==> config.mk <==
export PLATFORM = sky130hd
export DESIGN_NAME = abd_step
export DESIGN_NICKNAME = d
export VERILOG_FILES = /design/src/rtl/abd_pkg.sv /design/src/rtl/abd_step.sv
export SDC_FILE = /design/constraint.sdc
export NUM_CORES = 1
export LEC_CHECK = 0
export BUFFER_PORTS_ARGS = -buffer_cell sky130_fd_sc_hd__buf_2
export CELL_PAD_IN_SITES_DETAIL_PLACEMENT = 1
export CELL_PAD_IN_SITES_GLOBAL_PLACEMENT = 1
export CORE_MARGIN = 5
export CORE_UTILIZATION = 30
export DETAILED_ROUTE_END_ITERATION = 16
export PLACE_DENSITY = 0.93
export RECOVER_POWER = 25
export SETUP_SLACK_MARGIN = 0.3
export SLEW_MARGIN = 20
export SYNTH_ARGS = -nofsm -noshare
export SYNTH_HDL_FRONTEND = slang
export SYNTH_SLANG_ARGS = --single-unit
==> constraint.sdc <==
create_clock -name vclk -period 6.85
set_input_delay 1.37 -clock vclk [all_inputs]
set_output_delay 1.37 -clock vclk [all_outputs]
set_load 0.05 [all_outputs]
==> src/rtl/abd_pkg.sv <==
// ----------------------------------------------------------------------------
// abd_pkg: shared definitions for the array tree delete block
// Widths, function and status codes, sequencer states and the structs that
// run between the sequencer and the child index unit.
// ----------------------------------------------------------------------------
package abd_pkg;

    // Tree storage geometry.
    localparam int MAX_NODES = 1024;
    localparam int IDX_W     = $clog2(MAX_NODES);
    localparam int CAP_W     = IDX_W + 1;
    localparam int CHILD_W   = IDX_W + 2;
    localparam int KEY_W     = 32;

    // Reset value of the active node count register.
    localparam logic [CAP_W-1:0] ACTIVE_RESET = CAP_W'(1024);
    localparam logic [CAP_W-1:0] CAP_MAX      = CAP_W'(MAX_NODES);

    // Function codes on the input channel.
    localparam logic [1:0] FUNC_WRITE  = 2'd0;
    localparam logic [1:0] FUNC_READ   = 2'd1;
    localparam logic [1:0] FUNC_DELETE = 2'd2;
    localparam logic [1:0] FUNC_NONE   = 2'd3;

    // Result status codes.
    localparam logic [1:0] STAT_DONE    = 2'd0;
    localparam logic [1:0] STAT_REFUSED = 2'd1;
    localparam logic [1:0] STAT_BAD     = 2'd2;

    // Sequencer states.
    typedef enum logic [3:0] {
        ST_CLEAR,
        ST_IDLE,
        ST_DISPATCH,
        ST_READ_WAIT,
        ST_D_SELF,
        ST_D_LEFT,
        ST_D_RIGHT,
        ST_W_LEFT,
        ST_W_RIGHT,
        ST_K_WAIT,
        ST_FINISH
    } state_t;

    // Request to the child index unit.
    typedef struct packed {
        logic [IDX_W-1:0] base;
        logic             go_right;
        logic [CAP_W-1:0] cap;
    } step_req_t;

    // Answer of the child index unit.
    typedef struct packed {
        logic [CHILD_W-1:0] child;
        logic               in_range;
    } step_rsp_t;

endpackage

==> src/rtl/abd_step.sv <==
// ----------------------------------------------------------------------------
// abd_step: child index unit
// Forms the left or right child slot of a node and checks it against the
// usable slot count. Shared by every tree step of the sequencer.
// ----------------------------------------------------------------------------
module abd_step
    import abd_pkg::*;
(
    input  step_req_t req,
    output step_rsp_t rsp
);

    logic [CHILD_W-1:0] child;

    // Child slot is 2i+1 on the left and 2i+2 on the right.
    always_comb begin
        child = {1'b0, req.base, 1'b0}
              + (req.go_right ? CHILD_W'(2) : CHILD_W'(1));
        rsp.child    = child;
        rsp.in_range = child < {1'b0, req.cap};
    end

endmodule

==> summary.md <==
| Metric | Value |
|---|---|
| Result of the run | `complete, no violations` |
| Upper clock frequency limit | `205 MHz` |
| Worst hold stages | `3` |
| Final #Nets | `132` |
| Final Routed Wirelength | `1320 um` |
| Routed vias | `551` |
| Remaining global-route overflow | `0` |
| Simple-gate share of the synthesized area | `25.3%` |
| Hold Crit Start | `req[20]` |
| Endpoint with the worst hold slack | `rsp[10]` |
| Peak per-stage delay on the critical path | `300 ps` |
| Slew at the pin with the worst max-slew slack | `591 ps` |
| Synthesized Nets | `95` |
| Setup slack at placement | `1960 ps` |
| Crit path launch | `req[11]` |
| Biggest area consumer among synthesized cells | `ha_1` |
| Required @ worst endpoint | `5480 ps` |
| Setup crit start kind | `input pin` |
| Worst Setup Slack, final | `1980 ps` |
| Number of iterations in the first detailed-routing pass | `1` |
| Total number of sequential cells | `0` |
| Fraction of layout cells with a size suffix above 1 | `36.5%` |
| Final hold vios | `0` |
| Post-detailed-route wirelength per cell | `11.8 um` |
| Cells along the critical path | `buf_2 -> ha_1 -> nand4_2 -> nor2_1 -> and3_1 -> xor2_1 -> ha_1 -> a21o_1 -> a211o_1 -> nor3_1 -> buf_2` |
| Number of warning messages in the yosys log | `0` |
| XOR/XNOR share of the synthesized area | `17.5%` |
| Total power density per cell area | `85.4 nW/um2` |
| Starting density of the core | `30.9%` |
| Final RePlAce weighted congestion | `0.712` |
| Max-slew violation count | `0` |
| Critical path fanouts, max | `4` |
| Placed wire-length estimate after detailed placement | `1300 um` |
| Maximum number of pins on one net before global-route repair | `7` |
| Synth Cell Area | `449 um2` |
| Critical-path top delay cell | `buf_2` |
| Iter 0 DRT Violations | `0` |
| First-pass GRT wire length | `2370 um` |
| Total power draw | `0.0000547 W` |
| Area fraction in compound gates after synthesis | `13.6%` |
| Initial antenna violation count | `0` |
| CTS hold repair buffers | `0` |
| Number of port buffers | `35` |
| Number of buffers and inverters on the critical path | `2` |
| # clk buffers | `0` |
| Sort of element at the end of the critical path | `output port` |
| Mux share of post-synthesis cell area | `0%` |
| GRT Total Usage | `11.3%` |
| Growth of design area from synthesis to finish | `42.6%` |
| Avg Synthesized Cell Area | `7.36 um2` |
| Cells after Synth | `61` |
| Overall die width | `48.7 um` |
| Placeable core region | `1450 um2` |
| Unrepaired setup endpoints after global routing | `no` |
| Crit. path cell count | `11` |
| Worst path arrival time | `3500 ps` |
| Setup total negative slack | `0 ps` |
| Critical path class | `in2out` |
| IO Count | `35` |
| Die Height | `48.7 um` |
| Post-CTS setup buffer count | `0` |
| Number of gates given a new drive strength after cts | `0` |
| Number of filler instances in the final layout | `210` |
| Number of global-route vias before repair | `588` |
| Cells taking the most area after synthesis | `ha_1 (33%), inv_1 (10%), xnor2_1 (9.7%)` |
| Static leakage power | `0.382 nW` |
| Post-synth top area share | `33.4%` |
| Non-filler cells, final | `112` |
| MaxCap Viol Count | `0` |
| Peak supply drop | `0.0399 mV` |
| Final cycle utilization of the critical path | `71.1%` |
| Residual DRC count | `0` |
| Antenna viol nets, final | `0` |
| Placed cells | `112` |
| Rows | `14` |
| Area of the die | `2370 um2` |
| Vias per cell | `4.92` |
| Post-synthesis adder-cell area fraction | `33.4%` |
| Most frequent cells in the layout | `buf_2 (32), inv_1 (12), ha_1 (12)` |
| Area used by multi-input combinational logic | `404 um2` |
| Max-Slew Margin vs Limit | `60.7%` |
| Number of failing setup endpoints in the final timing report | `0` |
| Hold/Removal Path Class | `in2out` |
| Sequential cell area fraction in the yosys report | `0%` |
| Sequential standard cell area | `0 um2` |
| Combinational family with the most area after synthesis | `adder cells` |
| Shortest period the worst path allows | `4870 ps` |
| Ant diodes | `0` |
| Commonest non-fill, non-tap cell in the layout | `buf_2` |
| Distinct cell type count of the synthesized netlist | `18` |
| Largest delay contributor family on the critical path | `simple AND/OR/NAND/NOR gates` |
| Worst Hold Margin | `3130 ps` |
==> synthesized netlist by cell type <==
library cell	instances
a211o_1	1
a211oi_1	1
a21boi_1	1
a21o_1	2
a21oi_1	3
and3_1	1
ha_1	12
inv_1	12
nand2_1	4
nand3_1	4
nand4_1	3
nand4_2	1
nor2_1	3
nor3_1	1
nor4_2	2
o211ai_1	1
xnor2_1	5
xor2_1	4
==> where the power goes <==
group	total, W	switching (W)	internal [W]
sequential	0	0	0
combinational	0.0000547	0.0000371	0.0000177
clock	0	0	0
==> per-stage QoR <==
step / util [%] / cell area (um2)
CTS: 44.3 / 644
floorplan: - / 449
global placement: 44.3 / 644
global route: 44.1 / 641
finish: 44.1 / 641
detailed placement: 44.3 / 644
==> metal layers <==
metal	up-vias	track usage [%]	part of all wire, %	routed length, um
met3	0	0.920	4.0	53
met4	0	0	0	0
met5	-	0	0	0
met1	251	13.4	40	524
li1	285	-	-	-
met2	15	22.6	56	740
==> cell families (layout without fill, tap and decap cells) <==
group	after synthesis	count (layout)
compound gates	9	9
xor+xnor	9	9
fa+ha+maj	12	12
buf+inv	12	47
simple gates	19	19
==> cell type report <==
type	count	share of cell area, %
Tap cell	16	3.13
Multi-Input combinational cell	49	63.1
Inverter	12	7.03
Timing Repair Buffer	35	26.8
==> worst max path at each step <==
stage | end | slack, ps
4_1_cts | rsp[0] | 1950
5_1_grt | rsp[0] | 1790
3_3_place_gp | rsp[0] | 2080
2_1_floorplan | rsp[0] | 840
6_report | rsp[0] | 1980
3_5_place_dp | rsp[0] | 1960
Note: power is estimated with default switching activity, not from simulation.
