## config.mk

```make
export PLATFORM = sky130hd
export DESIGN_NAME = abd_ctrl
export DESIGN_NICKNAME = d
export VERILOG_FILES = /design/src/rtl/abd_pkg.sv /design/src/rtl/abd_ctrl.sv
export SDC_FILE = /design/constraint.sdc
export NUM_CORES = 1
export LEC_CHECK = 0
export BUFFER_PORTS_ARGS = -buffer_cell sky130_fd_sc_hd__buf_4
export CORE_MARGIN = 2
export CORE_UTILIZATION = 24
export DETAILED_ROUTE_END_ITERATION = 12
export PLACE_DENSITY_LB_ADDON = 0.25
export SLEW_MARGIN = 30
export SYNTH_ARGS = -nofsm -noshare
export SYNTH_HDL_FRONTEND = slang
export SYNTH_SLANG_ARGS = --single-unit
```

## constraint.sdc

```tcl
create_clock -name aclk -period 2.8 [get_ports aclk]
set_input_delay 0.14 -clock aclk [delete_from_list [all_inputs] [get_ports aclk]]
set_output_delay 0.14 -clock aclk [all_outputs]
set_load 0.005 [all_outputs]
```

## src/rtl/abd_pkg.sv

```systemverilog
// ----------------------------------------------------------------------------
// abd_pkg: shared definitions for the array tree delete block
// Widths, function and status codes, sequencer states and the structs that
// run between the sequencer and the child index unit.
// ----------------------------------------------------------------------------
package abd_pkg;

    // Tree storage geometry.
    localparam int MAX_NODES = 1024;
    localparam int IDX_W     = $clog2(MAX_NODES);
    localparam int CAP_W     = IDX_W + 1;
    localparam int CHILD_W   = IDX_W + 2;
    localparam int KEY_W     = 32;

    // Reset value of the active node count register.
    localparam logic [CAP_W-1:0] ACTIVE_RESET = CAP_W'(1024);
    localparam logic [CAP_W-1:0] CAP_MAX      = CAP_W'(MAX_NODES);

    // Function codes on the input channel.
    localparam logic [1:0] FUNC_WRITE  = 2'd0;
    localparam logic [1:0] FUNC_READ   = 2'd1;
    localparam logic [1:0] FUNC_DELETE = 2'd2;
    localparam logic [1:0] FUNC_NONE   = 2'd3;

    // Result status codes.
    localparam logic [1:0] STAT_DONE    = 2'd0;
    localparam logic [1:0] STAT_REFUSED = 2'd1;
    localparam logic [1:0] STAT_BAD     = 2'd2;

    // Sequencer states.
    typedef enum logic [3:0] {
        ST_CLEAR,
        ST_IDLE,
        ST_DISPATCH,
        ST_READ_WAIT,
        ST_D_SELF,
        ST_D_LEFT,
        ST_D_RIGHT,
        ST_W_LEFT,
        ST_W_RIGHT,
        ST_K_WAIT,
        ST_FINISH
    } state_t;

    // Request to the child index unit.
    typedef struct packed {
        logic [IDX_W-1:0] base;
        logic             go_right;
        logic [CAP_W-1:0] cap;
    } step_req_t;

    // Answer of the child index unit.
    typedef struct packed {
        logic [CHILD_W-1:0] child;
        logic               in_range;
    } step_rsp_t;

endpackage

```

## src/rtl/abd_ctrl.sv

```systemverilog
// ----------------------------------------------------------------------------
// abd_ctrl: sequencer of the array tree delete block
// Takes one beat at a time, walks the tree through the two stores with the
// shared child index unit, and holds the result in an output register.
// ----------------------------------------------------------------------------
module abd_ctrl
    import abd_pkg::*;
(
    input  logic               aclk,
    input  logic               aresetn,
    // Configuration.
    input  logic               cfg_we,
    input  logic [CAP_W-1:0]   cfg_wdata,
    // Input beat fields.
    input  logic               s_tvalid,
    output logic               s_tready,
    input  logic [1:0]         s_func,
    input  logic [IDX_W-1:0]   s_node_index,
    input  logic [KEY_W-1:0]   s_write_key,
    input  logic               s_write_occupied,
    // Result beat fields.
    output logic               m_tvalid,
    input  logic               m_tready,
    output logic [1:0]         m_status,
    output logic [KEY_W-1:0]   m_read_key,
    output logic               m_read_occupied,
    // Child index unit.
    output step_req_t          step_req,
    input  step_rsp_t          step_rsp,
    // Key store.
    output logic               key_we,
    output logic [IDX_W-1:0]   key_waddr,
    output logic [KEY_W-1:0]   key_wdata,
    output logic [IDX_W-1:0]   key_raddr,
    input  logic [KEY_W-1:0]   key_rdata,
    // Occupied marks.
    output logic               occ_we,
    output logic [IDX_W-1:0]   occ_waddr,
    output logic               occ_wdata,
    output logic [IDX_W-1:0]   occ_raddr,
    input  logic               occ_rdata
);

    state_t             state_reg, state_next;
    logic [IDX_W-1:0]   clr_cnt_reg;
    logic [CAP_W-1:0]   active_reg;
    logic               m_tvalid_reg;

    logic [1:0]         func_reg, func_next;
    logic [IDX_W-1:0]   idx_reg, idx_next;
    logic [KEY_W-1:0]   wkey_reg, wkey_next;
    logic               wocc_reg, wocc_next;
    logic [IDX_W-1:0]   s_reg, s_next;
    logic [IDX_W-1:0]   probe_reg;
    logic               probe_ok_reg;
    logic               has_l_reg, has_l_next;
    logic [1:0]         status_reg, status_next;
    logic [KEY_W-1:0]   rkey_reg, rkey_next;
    logic               rocc_reg, rocc_next;
    logic [1:0]         m_status_reg;
    logic [KEY_W-1:0]   m_key_reg;
    logic               m_occ_reg;

    logic [CAP_W-1:0]   cap;
    logic               idx_ok;
    logic               probe_full;
    logic               out_free;
    logic               accept;

    // Usable slot count saturates at the store depth.
    assign cap        = (active_reg > CAP_MAX) ? CAP_MAX : active_reg;
    assign idx_ok     = {1'b0, idx_reg} < cap;
    assign probe_full = probe_ok_reg & occ_rdata;
    assign out_free   = !m_tvalid_reg || m_tready;
    assign s_tready   = (state_reg == ST_IDLE);
    assign accept     = s_tvalid && s_tready;

    assign m_tvalid        = m_tvalid_reg;
    assign m_status        = m_status_reg;
    assign m_read_key      = m_key_reg;
    assign m_read_occupied = m_occ_reg;

    // Next state.
    always_comb begin
        state_next = state_reg;
        case (state_reg)
            ST_CLEAR: begin
                if (clr_cnt_reg == {IDX_W{1'b1}}) begin
                    state_next = ST_IDLE;
                end
            end
            ST_IDLE: begin
                if (s_tvalid) begin
                    state_next = ST_DISPATCH;
                end
            end
            ST_DISPATCH: begin
                if (func_reg != FUNC_NONE && !idx_ok) begin
                    state_next = ST_FINISH;
                end else if (func_reg == FUNC_READ) begin
                    state_next = ST_READ_WAIT;
                end else if (func_reg == FUNC_DELETE) begin
                    state_next = ST_D_SELF;
                end else begin
                    state_next = ST_FINISH;
                end
            end
            ST_READ_WAIT: state_next = ST_FINISH;
            ST_D_SELF:    state_next = occ_rdata ? ST_D_LEFT : ST_FINISH;
            ST_D_LEFT:    state_next = ST_D_RIGHT;
            ST_D_RIGHT:   state_next = probe_full ? ST_W_LEFT : ST_FINISH;
            ST_W_LEFT:    state_next = probe_full ? ST_W_LEFT : ST_W_RIGHT;
            ST_W_RIGHT:   state_next = probe_full ? ST_FINISH : ST_K_WAIT;
            ST_K_WAIT:    state_next = ST_FINISH;
            ST_FINISH: begin
                if (out_free) begin
                    state_next = ST_IDLE;
                end
            end
            default:      state_next = ST_IDLE;
        endcase
    end

    // Store accesses, child unit requests and datapath updates.
    always_comb begin
        func_next   = func_reg;
        idx_next    = idx_reg;
        wkey_next   = wkey_reg;
        wocc_next   = wocc_reg;
        s_next      = s_reg;
        has_l_next  = has_l_reg;
        status_next = status_reg;
        rkey_next   = rkey_reg;
        rocc_next   = rocc_reg;

        key_we    = 1'b0;
        key_waddr = idx_reg;
        key_wdata = wkey_reg;
        key_raddr = idx_reg;
        occ_we    = 1'b0;
        occ_waddr = idx_reg;
        occ_wdata = wocc_reg;
        occ_raddr = idx_reg;

        step_req.base     = idx_reg;
        step_req.go_right = 1'b0;
        step_req.cap      = cap;

        case (state_reg)
            ST_CLEAR: begin
                occ_we    = 1'b1;
                occ_waddr = clr_cnt_reg;
                occ_wdata = 1'b0;
            end
            ST_IDLE: begin
                if (s_tvalid) begin
                    func_next = s_func;
                    idx_next  = s_node_index;
                    wkey_next = s_write_key;
                    wocc_next = s_write_occupied;
                end
            end
            ST_DISPATCH: begin
                status_next = STAT_DONE;
                rkey_next   = '0;
                rocc_next   = 1'b0;
                if (func_reg != FUNC_NONE && !idx_ok) begin
                    status_next = STAT_BAD;
                end else if (func_reg == FUNC_WRITE) begin
                    key_we = 1'b1;
                    occ_we = 1'b1;
                end
            end
            ST_READ_WAIT: begin
                rkey_next = key_rdata;
                rocc_next = occ_rdata;
            end
            ST_D_SELF: begin
                // Probe the left child of the node.
                occ_raddr = step_rsp.child[IDX_W-1:0];
                if (!occ_rdata) begin
                    status_next = STAT_BAD;
                end
            end
            ST_D_LEFT: begin
                // Left child known; probe the right child.
                has_l_next        = probe_full;
                step_req.go_right = 1'b1;
                occ_raddr         = step_rsp.child[IDX_W-1:0];
            end
            ST_D_RIGHT: begin
                if (!has_l_reg && !probe_full) begin
                    occ_we    = 1'b1;
                    occ_wdata = 1'b0;
                end else if (!probe_full) begin
                    status_next = STAT_REFUSED;
                end
                // Start the successor walk at the right child.
                s_next        = probe_reg;
                step_req.base = probe_reg;
                occ_raddr     = step_rsp.child[IDX_W-1:0];
            end
            ST_W_LEFT: begin
                if (probe_full) begin
                    s_next        = probe_reg;
                    step_req.base = probe_reg;
                end else begin
                    step_req.base     = s_reg;
                    step_req.go_right = 1'b1;
                end
                occ_raddr = step_rsp.child[IDX_W-1:0];
            end
            ST_W_RIGHT: begin
                if (probe_full) begin
                    status_next = STAT_REFUSED;
                end
                key_raddr = s_reg;
            end
            ST_K_WAIT: begin
                // Copy the successor key up and drop the successor.
                key_we    = 1'b1;
                key_wdata = key_rdata;
                occ_we    = 1'b1;
                occ_waddr = s_reg;
                occ_wdata = 1'b0;
            end
            ST_FINISH: begin
            end
            default: begin
            end
        endcase
    end

    // Control registers.
    always_ff @(posedge aclk) begin
        if (!aresetn) begin
            state_reg    <= ST_CLEAR;
            clr_cnt_reg  <= '0;
            active_reg   <= ACTIVE_RESET;
            m_tvalid_reg <= 1'b0;
        end else begin
            state_reg <= state_next;
            if (state_reg == ST_CLEAR) begin
                clr_cnt_reg <= clr_cnt_reg + IDX_W'(1);
            end
            if (cfg_we) begin
                active_reg <= cfg_wdata;
            end
            if (state_reg == ST_FINISH && out_free) begin
                m_tvalid_reg <= 1'b1;
            end else if (m_tready) begin
                m_tvalid_reg <= 1'b0;
            end
        end
    end

    // Payload registers.
    always_ff @(posedge aclk) begin
        func_reg     <= func_next;
        idx_reg      <= idx_next;
        wkey_reg     <= wkey_next;
        wocc_reg     <= wocc_next;
        s_reg        <= s_next;
        has_l_reg    <= has_l_next;
        status_reg   <= status_next;
        rkey_reg     <= rkey_next;
        rocc_reg     <= rocc_next;
        probe_reg    <= step_rsp.child[IDX_W-1:0];
        probe_ok_reg <= step_rsp.in_range;
        if (state_reg == ST_FINISH && out_free) begin
            m_status_reg <= status_reg;
            m_key_reg    <= rkey_reg;
            m_occ_reg    <= rocc_reg;
        end
    end

    // An accepted beat closes the input until its result is registered.
    a_one_at_a_time: assert property (@(posedge aclk) disable iff (!aresetn)
        accept |=> !s_tready)
        else $error("input accepted while a beat is in work");

    // The key store is written only by a write item or the successor copy.
    a_key_write_src: assert property (@(posedge aclk) disable iff (!aresetn)
        key_we |-> (state_reg == ST_DISPATCH && func_reg == FUNC_WRITE)
                   || state_reg == ST_K_WAIT)
        else $error("unexpected key store write");

    // The successor candidate always lies inside the usable slots.
    a_succ_in_range: assert property (@(posedge aclk) disable iff (!aresetn)
        (state_reg == ST_W_LEFT || state_reg == ST_W_RIGHT || state_reg == ST_K_WAIT)
        |-> ({1'b0, s_reg} < cap))
        else $error("successor slot out of range");

    // A new result appears only out of the finish state.
    a_result_src: assert property (@(posedge aclk) disable iff (!aresetn)
        $rose(m_tvalid_reg) |-> $past(state_reg == ST_FINISH))
        else $error("result raised outside finish");

endmodule

```

==> flow_metrics.tcl, run 1 <==
set metrics [dict create \
    p_leak_uw 0.004504 \
    maxSlewViolCount 0 \
    seq_area_frac_synth_pct 64.74 \
    syn_area_um2 6988 \
    grt_overflow 0 \
    clk_path_buf_depth 2 \
    async_reset_ff_share_pct 0 \
    grt_use_total_pct 13.50 \
    finalNetCount 995 \
    synth_top_area_share_pct 54.15 \
    synth_cell_type_count 46 \
    vias 5336 \
    numCtsBuffers 17 \
    dpl_cell_area_um2 9359 \
    layout-drive-gt1-share_pct 41.38 \
    status "finished clean" \
    port_buffers 238 \
    tightest_slew_ps 616.7 \
    diodes 0 \
    period_share_pct 94.80 \
    final-hold-violation-count 0 \
    rsz0062_at_grt "yes" \
    synth_cells 533 \
    r2r_cells 7 \
    n_fill_cell 2833 \
    cts_root_buf "clkbuf_16" \
    critPathArrivalTime_ps 2510 \
    grt_pass1_vias 5302 \
    grt_pass1_wl_um 31310 \
    powerDensity_nw_per_um2 489.9 \
    yosysTopAreaCell "edfxtp_1" \
    yosysWarnings 0 \
    worstReg2RegEnd "status_reg[1]" \
    cp-start-kind "flip-flop" \
    hold_class "primary input to flip-flop" \
    design.die.area_um2 30500 \
    register_area_um2 4528 \
    synth_edf_count 126 \
    antenna_found_initial 0 \
    grt_max_degree 36 \
    die-height_um 174.6 \
    rows 62 \
    ys.flop_type "edfxtp_1" \
    coreArea_um2 28700 \
    multiInputGateArea_um2 2333 \
    slew_headroom_pct 58.57 \
    cap_violations 0 \
    peakVddDrop_mv 0.3461 \
    required_ps 2660 \
    avgSynthCellArea_um2 13.11 \
    syn_nets 654 \
    fmaxAchievable_ghz 0.3767 \
    setup_viol 0 \
    synth_seq_cells 163 \
    syn_to_final_growth_pct 55.54 \
    gp_congestion 0.7501 \
    wl_um 20910 \
    cts_tree "built" \
    hpwl_um 14550 \
    routed_via_density 4.198 \
    worstSetupEndpointType "output port" \
    clk_transition_reported_paths_ps 70 \
    drt_iter0_drc 348 \
    wl_per_cell_um 16.45 \
    numClockSinks 163 \
    synth_common_cells "edfxtp_1, nand2_1, mux2_2" \
    synth_area_leaders "edfxtp_1, dfxtp_1, mux2_2, nand2_1, and2_1" \
    ant_nets 0 \
    dp_slack_ps 345.8 \
    worst_slack_ps 145.6 \
    worstSetupPathType "flip-flop to output port" \
    htreeDepth 4 \
    die_x_um 174.6 \
    path_max_fanout 15 \
    drt-pass1-iter-count 4 \
    reg2reg_slack_ps 710 \
    min_from "key_rdata[21]" \
    yosysMostFrequentCell "edfxtp_1" \
    pin_count 241 \
    finClkSkew_ps 13.47 \
    drc 0 \
    min_delay_worst_endpoint "rkey_reg[21]" \
    holdPathStages 2 \
    regToRegStartpoint "active_reg[10]" \
    final_cell_area_um2 10870 \
    clock_latency_ps 430 \
    period_needed_ps 2654 \
    start_util_pct 24.35 \
]
-- cell families (layout without fill, tap and decap cells) --
| logic type | count (synthesis) | count (layout) | synth area share, % |
|---|---|---|---|
| AOI/OAI and AO/OA | 53 | 53 | 5.246 |
| xor gates and xnor gates | 8 | 8 | 1.003 |
| adders and majority gates | 14 | 14 | 2.507 |
| buffers and inverters | 45 | 399 | 2.524 |
| DFF | 163 | 163 | 64.74 |
| muxes | 74 | 74 | 11.66 |
| and+or+nand+nor | 176 | 176 | 12.32 |
-- through the flow --
step | instances | total power, uW | TNS [ps] | hold WS, ps | utilization (%)
2_1_floorplan | 533 | 2730 | 0 | 167.7 | -
3_3_place_gp | 1151 | 2890 | 0 | 247.1 | 32.61
3_5_place_dp | 1151 | 2891 | 0 | 248.9 | 32.61
4_1_cts | 1270 | 5409 | 0 | 2.016 | 37.84
5_1_grt | 1271 | 5527 | -17.23 | 6.236 | 37.87
6_report | 1271 | 5325 | 0 | 19.81 | 37.87
-- area by class of cell --
cell class	count	share of cell area, %
Clock buffer	17	3.914
Inverter	21	0.7252
Clock inverter	15	1.681
Sequential cell	163	41.66
Multi-Input combinational cell	325	21.47
Tap cell	384	4.420
Timing Repair Buffer	346	26.13
-- where the power goes --
| group | internal (uW) | total [uW] | switching (uW) |
|---|---|---|---|
| Sequential | 2600 | 2620 | 16.5 |
| Clock | 1220 | 2390 | 1170 |
| Combinational | 215 | 318 | 103 |
-- layout by cell type (no fill, tap or decap), drive strengths merged, types with 4 or more instances in the layout --
master       count
nor2            37
edfxtp         126
a22oi           10
o21ai            9
a21oi           10
mux2            59
dfxtp           37
nor3             5
clkinv           6
clkbuf          17
xnor2            6
ha              14
and2            35
nand4            5
buf            259
nand2           65
a31oi            4
dlygate4sd3     87
inv             29
nand2b          12
mux2i           15
-- worst max-delay path by stage --
stage | end | cells after the start | slack, ps | from
after floorplan | rkey_reg[0] | 3 | 240 | state_reg[3]
after global placement | occ_we | 7 | 370 | active_reg[10]
after detailed placement | occ_we | 7 | 350 | active_reg[10]
after CTS | step_req[14] | 6 | 20 | state_reg[2]
after global routing | occ_we | 8 | -20 | active_reg[10]
final | occ_we | 8 | 150 | active_reg[10]
-- worst max-delay path, cell delays in order (launching register included) --
cell and delay [ps]:
dfxtp_2 400, nand2b_1 200, ha_1 300, nand2_1 110
o21a_1 220, o32ai_2 210, nor2_1 170, a311o_1 340
buf_4 140
-- timing repair --
item	CTS	global route
endpoints found under the hold margin	87	0
setup buffers	0	1
pin swaps	0	1
setup endpoints to repair	6	9
cloned	0	0
hold buffers	87	0
gates resized for setup	4	2
-- per-layer routing --
metal	wire length [um]	up-vias	track usage [%]
met5	0	-	0
met4	246	0	3.542
met3	1471	13	4.112
met2	9828	200	22.21
met1	9363	2509	17.33
li1	-	2614	-
No activity file was read; power rests on OpenSTA's default activity.
==> run 2: changes to the inputs <==
--- a/config.mk
+++ b/config.mk
@@ -6,6 +6,7 @@
 export NUM_CORES = 1
 export LEC_CHECK = 0
 export BUFFER_PORTS_ARGS = -buffer_cell sky130_fd_sc_hd__buf_4
+export CORE_ASPECT_RATIO = 0.6
 export CORE_MARGIN = 2
 export CORE_UTILIZATION = 24
 export DETAILED_ROUTE_END_ITERATION = 12
==> flow_metrics.tcl, run 2 (synthesis results as in run 1) <==
set metrics [dict create \
    status "finished clean" \
    cpPeakStageDelay_ps 530 \
    numCtsBuffers 17 \
    period_needed_ps 2661 \
    fin_hold_ws_ps 41.37 \
    setup_tns_ps 0 \
    start_util_pct 24.34 \
    required_ps 2660 \
    final_cell_mix "buf_4, edfxtp_1, dlygate4sd3_1, nand2_1, mux2_2" \
    path_depth 6 \
    antenna_found_initial 1 \
    grt_pass1_vias 5308 \
    wl_per_cell_um 17.55 \
    design.die.area_um2 30540 \
    wl_um 22360 \
    min_from "m_tready" \
    vias 5418 \
    grt_overflow 0 \
    layout-drive-gt1-share_pct 40.09 \
    grt_use_total_pct 14.56 \
    regToRegStartpoint "key_waddr[9]" \
    grt_max_degree 43 \
    htreeDepth 4 \
    min_delay_worst_endpoint "m_tvalid" \
    p_leak_uw 0.004535 \
    routed_via_density 4.253 \
    reg2reg_slack_ps 680 \
    worstReg2RegEnd "state_reg[2]" \
    dpl_cell_area_um2 9338 \
    holdPathStages 4 \
    drc 0 \
    drt_iter0_drc 273 \
    tightest_slew_ps 692.4 \
    rows 48 \
    port_buffers 238 \
    cts_tree "built" \
    final_cell_area_um2 10960 \
    numClockSinks 163 \
    worstSetupPathType "flip-flop to output port" \
    mostFrequentLayoutCell "buf_4" \
    rsz0062_at_grt "no" \
    syn_to_final_growth_pct 56.88 \
    peakVddDrop_mv 0.3289 \
    cp_top_family "compound AO/OA/AOI/OAI gates" \
    powerDensity_nw_per_um2 486.5 \
    die-height_um 136.2 \
    final-hold-violation-count 0 \
    cts_root_buf "clkbuf_16" \
    gp_congestion 0.7945 \
    coreArea_um2 28710 \
    maxSlewViolCount 0 \
    fmaxAchievable_ghz 0.3758 \
    r2r_cells 6 \
    clk_transition_reported_paths_ps 60 \
    path_max_fanout 6 \
    hpwl_um 15670 \
    startpoint "key_waddr[9]" \
    hold_class "primary input to flip-flop" \
    cp-start-kind "flip-flop" \
    finClkSkew_ps 7.590 \
    grt_pass1_wl_um 32730 \
    pin_count 241 \
    cap_violations 0 \
    critPathArrivalTime_ps 2520 \
    slew_headroom_pct 53.84 \
    ant_nets 0 \
    critPathBufInv 1 \
    path_cells "ha_1, nand4_1, a2111oi_2, nor2_2, a311o_1, buf_4" \
    worstSetupEndpointType "output port" \
    die_x_um 224.3 \
    finalNetCount 1006 \
    clk_path_buf_depth 2 \
    clock_latency_ps 430 \
    setup_viol 0 \
    crit_path_top_delay_cell "edfxtp_1" \
    period_share_pct 95.03 \
    drt-pass1-iter-count 4 \
]
run 2: changes by cell type in the layout (fill, tap and decap cells not counted), sizes merged:
cell         delta
dlygate4sd3    +13
clkbuf          +2
bufinv          +3
diode           +1
clkinvlp        +2
inv             -7
buf             -2
run 2: per-layer routing:
| metal | global-route usage, % | vias to the layer above | wire, um |
|---|---|---|---|
| li1 | - | 2636 | - |
| met1 | 20.53 | 2632 | 10670 |
| met2 | 22.10 | 130 | 10370 |
| met3 | 3.588 | 18 | 1057 |
| met4 | 4.305 | 2 | 240 |
| met5 | 0 | - | 13 |
run 2: worst max path at each step:
stage                   to  slack (ps)
2_1_floorplan  rkey_reg[0]         240
3_3_place_gp        occ_we         320
3_5_place_dp        occ_we         300
4_1_cts             occ_we          50
5_1_grt             occ_we           4
6_report            occ_we         140
run 2: what timing repair did:
item / in CTS / in global routing
cloned: 0 / 0
pin swaps: 2 / 1
setup buffers: 2 / 0
hold endpoints to repair: 100 / 0
resized for setup: 3 / 2
endpoints found under the setup margin: 2 / 8
hold buffers: 100 / 0
run 2: cell type report:
cell class,instances,area [um2]
inverters,21,78.83
diodes,1,2.502
fillers,2808,17740
multi-input cells,325,2323
clock buffers,19,432.9
well taps,375,469.2
clock inverters,13,158.9
repair buffers,357,2968
flip-flops and latches,163,4529
run 2: stage by stage:
step | total power [uW] | instances | setup WS (ps) | util [%]
detailed placement | 2889 | 1139 | 298.4 | 32.53
global route | 5541 | 1273 | 3.878 | 38.18
floorplan | 2730 | 533 | 243.9 | -
finish | 5333 | 1274 | 139.2 | 38.19
global placement | 2887 | 1139 | 318.9 | 32.53
CTS | 5419 | 1273 | 52.13 | 38.17
run 2: worst min-delay path, stage by stage:
cell and delay [ps]:
buf_4 80, nor2b_1 70, nor2_1 110, nor2_1 40
run 2: power by group:
| group | internal (uW) | switching [uW] | total (uW) |
|---|---|---|---|
| registers | 2610 | 17.5 | 2620 |
| logic | 227 | 107 | 333 |
| clock network | 1400 | 979 | 2380 |
| total | 4230 | 1100 | 5330 |
==> run 3: changes to the inputs <==
--- a/config.mk
+++ b/config.mk
@@ -5,7 +5,9 @@
 export SDC_FILE = /design/constraint.sdc
 export NUM_CORES = 1
 export LEC_CHECK = 0
+export ABC_AREA = 1
 export BUFFER_PORTS_ARGS = -buffer_cell sky130_fd_sc_hd__buf_4
+export CAP_MARGIN = 5
 export CORE_ASPECT_RATIO = 0.6
 export CORE_MARGIN = 2
 export CORE_UTILIZATION = 24
==> constraint.sdc (replaced) <==
create_clock -name aclk -period 2.8 [get_ports aclk]
set_input_delay 0.14 -clock aclk [delete_from_list [all_inputs] [get_ports aclk]]
set_output_delay 0.14 -clock aclk [all_outputs]
set_load 0.01 [all_outputs]
==> flow_metrics.tcl, run 3 <==
set metrics [dict create \
    antenna_found_initial 1 \
    required_ps 2660 \
    coreArea_um2 28830 \
    synth_compound_area_share_pct 9.892 \
    pin_count 241 \
    avgSynthCellArea_um2 9.951 \
    slew_headroom_pct 54.77 \
    synthSimpleGateAreaFrac_pct 16.09 \
    setup_viol 0 \
    drc 0 \
    grt_overflow 0 \
    cp-start-kind "flip-flop" \
    worstSetupEndpointType "output port" \
    tightest_slew_ps 675.9 \
    gp_congestion 0.8834 \
    powerDensity_nw_per_um2 512.7 \
    htreeDepth 4 \
    fin_hold_ws_ps 26.70 \
    period_share_pct 95.61 \
    worst_slack_ps 122.9 \
    die-height_um 136.7 \
    rsz0062_at_grt "yes" \
    period_needed_ps 2677 \
    mostFrequentLayoutCell "buf_4" \
    clk_path_buf_depth 2 \
    routed_via_density 4.335 \
    seq_area_frac_synth_pct 64.22 \
    clk_transition_reported_paths_ps 70 \
    synth_top_family_by_area "simple AND/OR/NAND/NOR gates" \
    peakVddDrop_mv 0.4816 \
    hpwl_um 17770 \
    vias 6203 \
    rows 48 \
    port_buffers 238 \
    syn_nets 829 \
    syn_area_um2 7046 \
    grt_use_total_pct 15.94 \
    drt-pass1-iter-count 5 \
    yosysMostFrequentCell "nand2_1" \
    wl_um 24290 \
    dp_slack_ps 149.4 \
    async_reset_ff_share_pct 0 \
    final_cell_mix "buf_4, nand2_1, edfxtp_1, inv_1, dlygate4sd3_1" \
    muxShareOfSynthArea_pct 0 \
    ys.flop_type "edfxtp_1" \
    yosysWarnings 0 \
    synth_common_cells "nand2_1, edfxtp_1, inv_1" \
    cts_root_buf "clkbuf_16" \
    die_x_um 225.2 \
    p_leak_uw 0.004842 \
    grt_max_degree 62 \
    synth_seq_cells 163 \
    numCtsBuffers 17 \
    wl_per_cell_um 16.98 \
    drt_iter0_drc 384 \
    synth_cell_type_count 33 \
    path_max_fanout 7 \
    synth-xor-area-share_pct 0.1243 \
    finClkSkew_ps 8.245 \
    start_util_pct 24.44 \
    synth_cells 708 \
    grt_pass1_wl_um 35870 \
    clock_latency_ps 440 \
    yosysTopAreaCell "edfxtp_1" \
    numClockSinks 163 \
    final-hold-violation-count 0 \
    layout-drive-gt1-share_pct 31.16 \
    cts_tree "built" \
    ant_nets 0 \
    design.die.area_um2 30790 \
    maxSlewViolCount 0 \
    status "finished clean" \
    hold_class "primary input to flip-flop" \
    synth_edf_count 126 \
    synth_area_leaders "edfxtp_1, dfxtp_1, nand2_1, o21ai_0, inv_1" \
    power_uw 5641 \
    fmaxAchievable_ghz 0.3735 \
    syn_to_final_growth_pct 56.17 \
    critPathArrivalTime_ps 2540 \
    yosys.area_share.adder_pct 2.486 \
    synth_top_area_share_pct 53.70 \
    grt_pass1_vias 5848 \
    finalNetCount 1164 \
    worstSetupPathType "flip-flop to output port" \
    cap_violations 0 \
    diodes 0 \
]
[run 3: where the power goes]
part           total [uW]  internal [uW]  switching (uW)
clock                2650           1620            1040
combinational         366            222             144
sequential           2620           2610            17.3
[run 3: cell families (layout without fill, tap and decap cells)]
logic type	count (synthesis)	in the layout
fa+ha+maj	14	14
buf+inv	132	480
xor+xnor	1	1
flops	163	163
simple gates	276	276
compound gates	122	122
[run 3: per-stage QoR]
stage | instance area (um2) | setup TNS, ps | cells | utilization [%]
CTS | 10930 | 0 | 1431 | 37.91
global placement | 9382 | 0 | 1314 | 32.54
finish | 11000 | 0 | 1431 | 38.17
detailed placement | 9382 | 0 | 1314 | 32.54
global route | 11000 | -111.6 | 1431 | 38.17
floorplan | 7062 | 0 | 708 | -
[run 3: final cells by class]
cell class | count | area [um2]
fillers | 2869 | 17820
flip-flops and latches | 163 | 4528
repair buffers | 341 | 2780
multi-input cells | 413 | 2172
well taps | 375 | 469.2
clock buffers | 21 | 450.4
inverters | 107 | 401.6
clock inverters | 11 | 201.4
[run 3: path summary, 6_finish.rpt]
check                                    from             end  slack, ps  cells past startpoint
worst min register to register   rkey_reg[21]  m_read_key[21]        420                      0
worst max-delay path            active_reg[2]          occ_we        120                     16
worst max register to register  active_reg[2]   status_reg[1]        430                     16
worst min-delay path            key_rdata[29]    rkey_reg[29]         30                      3
[run 3: per-layer routing]
metal	track usage, %	vias to the layer above	part of all wire [%]
li1	-	3033	-
met4	5.298	0	1.7
met2	21.81	187	42
met1	23.85	2962	50
met5	0	-	0
met3	4.337	21	6.8
[run 3: what timing repair did]
item	4_1_cts	5_1_grt
hold endpoints to repair	82	0
setup buffers	2	0
hold buffers	83	0
gates resized for setup	10	14
pin swaps	6	8
setup endpoints to repair	2	2
[run 3: worst max-delay path, stage by stage, from the launching register on]
cell and delay (ps):
dfxtp_2 340, nor4_4 280, a31oi_1 130, inv_2 150
buf_4 140, nand2_1 90, ha_4 290, nand2_1 50
inv_1 40, nand2_1 50, nand2_1 60, nand2_1 60
nand2_2 90, nand2_4 60, nand3_4 80, nand2_2 50
buf_4 150
